## src/rtl/rflc_pkg.sv

```systemverilog
// Shared types and constants for the receive frame layout checker.
package rflc_pkg;

  localparam int MAX_FRAMES        = 64;
  localparam int HEADER_BYTES      = 32;
  localparam int CAPTURE_DIR_BYTES = 36;
  localparam int MONITOR_DIR_BYTES = 24;
  localparam int META_BYTES        = 64;

  localparam int FLAG_W  = 16;
  localparam int LEN_W   = 32;
  localparam int HLEN_W  = 16;
  localparam int IDX_W   = 6;
  localparam int OFF_W   = 32;
  localparam int BATCH_W = 7;

  localparam int CFG_IDX_W  = 1;
  localparam int CFG_DATA_W = BATCH_W;

  typedef enum logic [CFG_IDX_W-1:0] {
    CFG_IDX_KIND  = 1'b0,
    CFG_IDX_BATCH = 1'b1
  } cfg_idx_t;

  // control area for the reset configuration: capture kind, one frame
  localparam logic [OFF_W-1:0] CTRL_RESET =
    OFF_W'(HEADER_BYTES + CAPTURE_DIR_BYTES + META_BYTES);

  typedef enum logic [1:0] {
    ST_OK         = 2'd0,
    ST_INVALID    = 2'd1,
    ST_OVERFLOW   = 2'd2,
    ST_PRIOR_FAIL = 2'd3
  } status_t;

  typedef struct packed {
    logic [FLAG_W-1:0] flag_bits;
    logic [LEN_W-1:0]  chan_len;
    logic [LEN_W-1:0]  pkt_len;
    logic [LEN_W-1:0]  readable_len;
    logic [HLEN_W-1:0] header_len;
  } desc_t;

  typedef struct packed {
    logic [IDX_W-1:0] frame_index;
    status_t          status;
    logic [OFF_W-1:0] chan_offset;
    logic [OFF_W-1:0] pkt_offset;
    logic [OFF_W-1:0] tail_offset;
    logic [OFF_W-1:0] meta_offset;
    logic             batch_ok;
    logic             last;
  } result_t;

  typedef struct packed {
    logic [OFF_W-1:0] cursor;
    logic [IDX_W-1:0] frame_cnt;
    logic             failed;
  } batch_state_t;

  typedef struct packed {
    logic               kind;
    logic [BATCH_W-1:0] batch_frames;
  } cfg_t;

endpackage

```

## src/rtl/rflc_frame_eval.sv

```systemverilog
// Per-frame descriptor check and section placement against the batch cursor.
module rflc_frame_eval (
  input  rflc_pkg::cfg_t         cfg,
  input  rflc_pkg::desc_t        desc,
  input  rflc_pkg::batch_state_t st,
  output rflc_pkg::result_t      res,
  output rflc_pkg::batch_state_t st_nxt
);
  import rflc_pkg::*;

  function automatic logic desc_ok(
    input logic              kind,
    input logic [FLAG_W-1:0] flags,
    input logic [LEN_W-1:0]  clen,
    input logic [LEN_W-1:0]  plen,
    input logic [LEN_W-1:0]  rlen,
    input logic [HLEN_W-1:0] hlen
  );
    logic present, hdr_only, trunc, ptr_ok, parsed, ok;
    logic [LEN_W-1:0] hlen_x;
    present  = flags[0];
    hdr_only = flags[1];
    trunc    = flags[2];
    ptr_ok   = flags[3];
    parsed   = flags[4];
    hlen_x   = LEN_W'(hlen);
    ok       = 1'b1;
    if ((|flags[FLAG_W-1:5]) || (hlen_x > plen) || (plen > rlen)) begin
      ok = 1'b0;
    end else if (kind && (clen != '0)) begin
      ok = 1'b0;
    end else if (present != (plen != '0)) begin
      ok = 1'b0;
    end else if (parsed && !ptr_ok) begin
      ok = 1'b0;
    end else if (!present) begin
      ok = !hdr_only && !trunc && (hlen == '0);
    end else if (!ptr_ok) begin
      ok = 1'b0;
    end else if (hdr_only) begin
      ok = !trunc && (hlen_x == plen) && parsed;
    end else if ((plen < rlen) && !trunc) begin
      ok = 1'b0;
    end
    return ok;
  endfunction

  logic [BATCH_W-1:0] n_eff;
  logic [BATCH_W-1:0] idx_x;
  logic [IDX_W-1:0]   idx;
  logic               batch_start;
  logic               is_last;
  logic [OFF_W-1:0]   dir_sz;
  logic [OFF_W-1:0]   meta_base;
  logic [OFF_W-1:0]   ctrl_size;
  logic [OFF_W-1:0]   cur;
  logic               failed_in;
  logic               valid_desc;
  logic [OFF_W:0]     sum1;
  logic [OFF_W+1:0]   algn1;
  logic [OFF_W-1:0]   p_at;
  logic [OFF_W:0]     sum2;
  logic [OFF_W+1:0]   algn2;
  logic               ovf;
  status_t            status;
  logic               placed;
  logic               failed_out;

  always_comb begin
    if (cfg.batch_frames == '0) begin
      n_eff = BATCH_W'(1);
    end else if (cfg.batch_frames > BATCH_W'(MAX_FRAMES)) begin
      n_eff = BATCH_W'(MAX_FRAMES);
    end else begin
      n_eff = cfg.batch_frames;
    end
  end

  // counter left beyond a shrunken batch size wraps to the start
  assign idx_x       = (BATCH_W'(st.frame_cnt) >= n_eff) ? '0 : BATCH_W'(st.frame_cnt);
  assign idx         = idx_x[IDX_W-1:0];
  assign batch_start = (idx_x == '0);
  assign is_last     = ((idx_x + BATCH_W'(1)) == n_eff);

  assign dir_sz    = cfg.kind ? OFF_W'(MONITOR_DIR_BYTES) : OFF_W'(CAPTURE_DIR_BYTES);
  assign meta_base = OFF_W'(HEADER_BYTES) + OFF_W'(n_eff) * dir_sz;
  assign ctrl_size = meta_base + OFF_W'(n_eff) * OFF_W'(META_BYTES);

  assign cur       = batch_start ? ctrl_size : st.cursor;
  assign failed_in = batch_start ? 1'b0 : st.failed;

  assign valid_desc = desc_ok(cfg.kind, desc.flag_bits, desc.chan_len, desc.pkt_len,
                              desc.readable_len, desc.header_len);

  // add then round up to a 4-byte boundary; carry bits flag overflow
  assign sum1  = {1'b0, cur} + {1'b0, desc.chan_len};
  assign algn1 = ({1'b0, sum1} + (OFF_W+2)'(3)) & ~(OFF_W+2)'(3);
  assign p_at  = algn1[OFF_W-1:0];
  assign sum2  = {1'b0, p_at} + {1'b0, desc.pkt_len};
  assign algn2 = ({1'b0, sum2} + (OFF_W+2)'(3)) & ~(OFF_W+2)'(3);
  assign ovf   = (|algn1[OFF_W+1:OFF_W]) || (|algn2[OFF_W+1:OFF_W]);

  always_comb begin
    if (failed_in) begin
      status = ST_PRIOR_FAIL;
    end else if (!valid_desc) begin
      status = ST_INVALID;
    end else if (ovf) begin
      status = ST_OVERFLOW;
    end else begin
      status = ST_OK;
    end
  end

  assign placed     = (status == ST_OK);
  assign failed_out = failed_in || !placed;

  assign res.frame_index = idx;
  assign res.status      = status;
  assign res.chan_offset = (placed && (desc.chan_len != '0)) ? cur : '0;
  assign res.pkt_offset  = (placed && (desc.pkt_len != '0)) ? p_at : '0;
  assign res.tail_offset = placed ? algn2[OFF_W-1:0] : '0;
  assign res.meta_offset = meta_base + OFF_W'(idx) * OFF_W'(META_BYTES);
  assign res.batch_ok    = !failed_out;
  assign res.last        = is_last;

  assign st_nxt.cursor    = placed ? algn2[OFF_W-1:0] : cur;
  assign st_nxt.frame_cnt = is_last ? '0 : IDX_W'(idx_x + BATCH_W'(1));
  assign st_nxt.failed    = failed_out;

endmodule

```

## config.mk

```make
export PLATFORM = sky130hd
export DESIGN_NAME = rflc_frame_eval
export DESIGN_NICKNAME = d
export VERILOG_FILES = /design/src/rtl/rflc_pkg.sv /design/src/rtl/rflc_frame_eval.sv
export SDC_FILE = /design/constraint.sdc
export NUM_CORES = 1
export LEC_CHECK = 0
export BUFFER_PORTS_ARGS = -buffer_cell sky130_fd_sc_hd__buf_4
export CAP_MARGIN = 20
export CORE_UTILIZATION = 45
export DETAILED_ROUTE_END_ITERATION = 10
export PLACE_DENSITY = 0.79
export SLEW_MARGIN = 20
export SYNTH_ARGS = -nofsm -noshare
export SYNTH_HDL_FRONTEND = slang
export SYNTH_SLANG_ARGS = --single-unit
```

## constraint.sdc

```tcl
create_clock -name vclk -period 20.1
set_clock_uncertainty 0.2 [all_clocks]
set_input_delay 5.025 -clock vclk [all_inputs]
set_output_delay 5.025 -clock vclk [all_outputs]
set_load 0.01 [all_outputs]
```

==> run summary, run 1 <==
Status: finished clean
Synth cell types: 67
Core area: 17360 um2
Largest net degree at the start of global routing: 38
Final instance area: 10610 um2
Vias per Instance: 5.537
DR WL/cell: 17.10 um
Synth Warn #: 0
Fmax: 51.13 MHz
CP arrival: 14330 ps
Count leader, synth: ha_1
Die ar.: 18340 um2
Synth top area share: 0.2983
First-pass GRT wire length: 42620 um
Synth area leader: ha_1
Vias in the first global route: 8566
Post-CTS Setup Inserts: 0
Final Hold Violating Endpoints: 0
Initial antenna violation count: 0
Nets: 1810
Register Area: 0 um2
Top Layer Used: met4
Final Slew Violations: 0
Pwr dens: 50.80 nW/um2
Synth Cell Area: 8013 um2
Maximum vdd ir drop: 0.03542 mV
DR WL met2: 13950 um
Via count: 9180
Die H: 135.4 um
Rel. slew slack: 0.4869
Initial core utilization: 0.4616
Setup tns final: 0 ps
Fillcell total: 1669
Layout cells sized above 1: 0.2526
DRT Pass-1 Iters: 5
I/O Buffers: 329
Routed WL: 28350 um
Antenna Cells: 0
Leakage: 6.198 nW
Final worst path period need: 19560 ps
HPWL Detailed: 24770 um
I/O Pins: 352
Worst slew pin tran: 761.6 ps
Critical path's largest stage delay: 530 ps
# clk buffers: 0
Cells after Synth: 1130
Final setup viols: 0
Met3 Routed Length: 1905 um
Hold crit path type: input port to output port
Num rows: 48
Met1 WL: 11770 um
DR DRC count: 0
Synth area leaders: ha_1 30%, a21o_1 7.2%, inv_1 6.0%
MaxCap Viol Count: 0
RSZ-0062 raised after global routing: no
Tcrit/Tclk final: 0.9730
1st-iter DRT viols: 490
Crit-path max FO: 13
Area of the multi-input gates: 7307 um2
Area after detailed placement: 10570 um2
Total global routing overflow: 0
Top post-synthesis cells by count: 191 x ha_1, 129 x inv_1, 87 x nor2_1, 77 x a21o_1, 77 x a21oi_1
GR Util All Layers: 0.2916
Setup crit start kind: input port
Antenna Nets Post-Route: 0
Critical path required time: 14880 ps
CP Class: input port to output port
GP Congestion: 0.9549
CP max-delay cell: fa_1
Most used cell, CP: ha_1
Syn Area/Cell: 7.091 um2
FFs & Latches: 0
Register area share after synthesis: 0
Endpoint type of the worst setup path: output port
Synthesis-to-finish area growth: 32.37%
Die Span X: 135.4 um
## critical path: cells and delay by family
kind,cells,cell delay (ps)
compound gates,18,3480
xor+xnor,4,850
fa+ha+maj,9,3370
buf+inv,4,440
simple gates,6,1150
## placed cells by master, fill, tap and decap left out, types with 4 or more instances in the layout
cell type,instances
buf_4,337
ha_1,191
inv_1,129
nor2_1,86
a21o_1,77
a21oi_1,76
nand2_1,59
xnor2_1,52
o21ai_0,51
and3_1,39
and2_1,38
xor2_1,29
conb_1,26
nor4_1,23
nand4_1,20
nand3_1,19
o21bai_1,17
nor2b_1,17
nor3_1,16
a211oi_1,15
nand2b_1,11
o21a_1,9
fa_1,9
a31oi_1,7
mux2i_1,6
nor3b_1,4
or2_2,4
o211ai_1,4
o31ai_1,4
## final timing paths
kind               start    endpoint  slack (ps)  cells past startpoint
setup / recovery  cfg[6]  st_nxt[38]         540                     41
hold / removal     st[0]    res[131]       10190                      4
## cells by family (layout without fill, tap and decap cells)
group | count (synthesis) | count (layout) | share of synthesized area
muxes | 9 | 9 | 0.01171
AOI/OAI and AO/OA | 297 | 297 | 0.2444
adders and majority gates | 200 | 200 | 0.3207
other | 1 | 26 | 0.0004680
buffers and inverters | 190 | 467 | 0.1054
xor gates and xnor gates | 81 | 81 | 0.08854
and+or+nand+nor | 352 | 353 | 0.2288
## layer usage
metal / track usage / vias up
met5: 0 / -
met4: 0.06991 / 0
met3: 0.02357 / 47
met2: 0.5490 / 405
met1: 0.3532 / 4159
li1: - / 4569
## repair_timing
item / 4_1_cts / 5_1_grt
gates resized for setup: 0 / 11
hold buffers: 0 / 0
setup endpoints to repair: 0 / 126
## per-stage QoR
stage,setup WS [ps],hold slack [ps],instances,utilization,power [mW]
final,543.2,10190,1658,0.6111,0.5389
after global routing,38.33,10210,1658,0.6111,0.5934
after CTS,118.3,10190,1657,0.6088,0.5318
after detailed placement,169.4,10190,1657,0.6088,0.5275
after global placement,325.1,10180,1657,0.6088,0.5229
after floorplan,1458,9915,1155,-,0.3710
## report_power, final
| part | switching (mW) | internal (mW) | total (mW) |
|---|---|---|---|
| logic | 0.300 | 0.238 | 0.539 |
| registers | 0 | 0 | 0 |
| clock network | 0 | 0 | 0 |
## area by class of cell
type,count,share of cell area
Inverter,130,0.04601
Timing Repair Buffer,337,0.2385
Tap cell,225,0.02654
Multi-Input combinational cell,966,0.6889
Power figures use the tool's default switching activity.
==> inputs of run 2 (changes only) <==
clock period = 23.9 ns   (was 20.1 ns; I/O delays follow)
==> run 2 against run 1 <==
  * Critical path depth grew 1
  * Wire length shrank 1.4%
  * Flip-flop and latch count is the same
  * Global-route usage shrank 0.25 points
  * Die area is the same
  * Critical endpoint is now res[106]
==> run summary, run 2 (same netlist as run 1, synthesis figures left out) <==
GP Congestion: 0.9522 (-0.28%)
Layout cells sized above 1: 0.2446 (-0.008048)
Final Slew Violations: 0 (unchanged)
Crit-path max FO: 42 (+29)
# resized after CTS: 0 (unchanged)
Worst hold start: st[22]
Num rows: 48 (unchanged)
DRT Pass-1 Iters: 5 (unchanged)
Sw frac: 0.5575 (about the same)
Post-CTS Setup Inserts: 0 (unchanged)
Leakage: 6.161 nW (-0.59%)
Vias per Instance: 5.591 (+0.98%)
Die ar.: 18340 um2 (unchanged)
Core area: 17360 um2 (unchanged)
DR WL/cell: 16.92 um (-1.0%)
Non-filler instance count after layout: 1652 (-0.36%)
Antenna Cells: 0 (unchanged)
FFs & Latches: 0 (unchanged)
CP max-delay cell: o21ai_0
Inst Count DP: 1652 (-0.30%)
GR Util All Layers: 0.2891 (-0.002487)
Critical path's largest stage delay: 670 ps (+140 ps)
Pint: 0.1992 mW (-16%)
Most common cell after layout, fill and taps aside: buf_4
# clk buffers: 0 (unchanged)
Final Hold Violating Endpoints: 0 (unchanged)
Comb power frac: 1.000 (about the same)
Register Area: 0 um2 (unchanged)
Hold depth: 4 (unchanged)
First-pass GRT wire length: 42150 um (-1.1%)
Setup crit start kind: input port
RSZ-0062 raised after global routing: no
I/O Buffers: 329 (unchanged)
Die H: 135.4 um (unchanged)
MaxCap Viol Count: 0 (unchanged)
Nets: 1804 (-0.33%)
Fmax: 44.53 MHz
Post-CTS Hold Buffers: 0 (unchanged)
Tcrit/Tclk final: 0.9396
Worst slew pin tran: 835.0 ps (+73.41 ps)
Initial antenna violation count: 0 (unchanged)
Total global routing overflow: 0 (unchanged)
CP Class: input port to output port
Final worst path period need: 22460 ps
Most used cell, CP: ha_1
Setup tns final: 0 ps (unchanged)
1st-iter DRT viols: 370 (-24%)
HPWL Detailed: 24640 um (-0.53%)
Initial core utilization: 0.4616 (unchanged)
Rel. slew slack: 0.4374 (-0.04946)
CP arrival: 16280 ps (+1950 ps)
Maximum vdd ir drop: 0.02874 mV (-19%)
Antenna Nets Post-Route: 0 (unchanged)
Most frequent cells in the layout: 332 x buf_4, 191 x ha_1, 129 x inv_1
NetSw: 0.2510 mW (-16%)
Status: finished clean
Routed WL: 27960 um (-1.4%)
Via count: 9236 (+0.61%)
Hold crit path type: input port to output port
Clock share of power: 0 (unchanged)
Critical path required time: 17730 ps (+2850 ps)
Pwr dens: 42.76 nW/um2 (-16%)
Synthesis-to-finish area growth: 31.40%
Reg power frac: 0 (unchanged)
Endpoint type of the worst setup path: output port
Hold Crit Endpoint: res[113]
Final setup viols: 0 (unchanged)
I/O Pins: 352 (unchanged)
Die Span X: 135.4 um (unchanged)
Vias in the first global route: 8426 (-1.6%)
Largest net degree at the start of global routing: 43 (+13%)
DR DRC count: 0 (unchanged)
-- run 2: cell types whose count changed in the layout (fill, tap and decap cells not counted), sizes merged --
cell / delta
and4b: -1
buf: -5
-- run 2: area by class of cell --
| type | instances | area (um2) |
|---|---|---|
| Tap cell | 225 | 281.5 |
| Multi-Input combinational cell | 965 | 7267 |
| Fill cell | 1671 | 6828 |
| Timing Repair Buffer | 332 | 2492 |
| Inverter | 130 | 488.0 |
-- run 2: routing by layer --
layer / vias to the layer above / wire, um / GRT usage
li1: 4571 / - / -
met4: 0 / 775 / 0.07116
met2: 411 / 13760 / 0.5467
met5: - / 0 / 0
met3: 47 / 2070 / 0.02768
met1: 4207 / 11350 / 0.3451
-- run 2: worst max-delay path by stage --
stage / endpoint / start / depth (start not counted) / slack [ps]
global route: res[111] / cfg[6] / 43 / 740
finish: res[106] / cfg[6] / 42 / 1440
floorplan: st_nxt[38] / cfg[6] / 43 / 3360
detailed placement: res[101] / cfg[6] / 43 / 1630
CTS: res[101] / cfg[2] / 41 / 1590
global placement: res[112] / cfg[6] / 42 / 1790
-- run 2: power groups by stage --
stage | clock network [mW] | registers (mW) | logic [mW]
2_1_floorplan | 0 | 0 | 0.312
3_3_place_gp | 0 | 0 | 0.437
3_5_place_dp | 0 | 0 | 0.443
4_1_cts | 0 | 0 | 0.446
5_1_grt | 0 | 0 | 0.495
6_report | 0 | 0 | 0.450
-- run 2: critical path: cells and delay by family --
kind,cells,cell delay (ps)
buffers and inverters,6,1080
AOI/OAI and AO/OA,18,3790
adders and majority gates,9,3300
and+or+nand+nor,6,1390
xor gates and xnor gates,3,680
-- run 2: metrics by stage --
stage	total power, mW	hold WS [ps]	instance area (um2)	worst slack [ps]	util
after global routing	0.4955	12110	10530	736.4	0.6066
final	0.4502	12090	10530	1444	0.6066
after CTS	0.4459	12090	10530	1593	0.6066
after floorplan	0.3120	11810	8107	3358	-
after detailed placement	0.4426	12090	10530	1629	0.6066
after global placement	0.4374	12080	10530	1791	0.6066
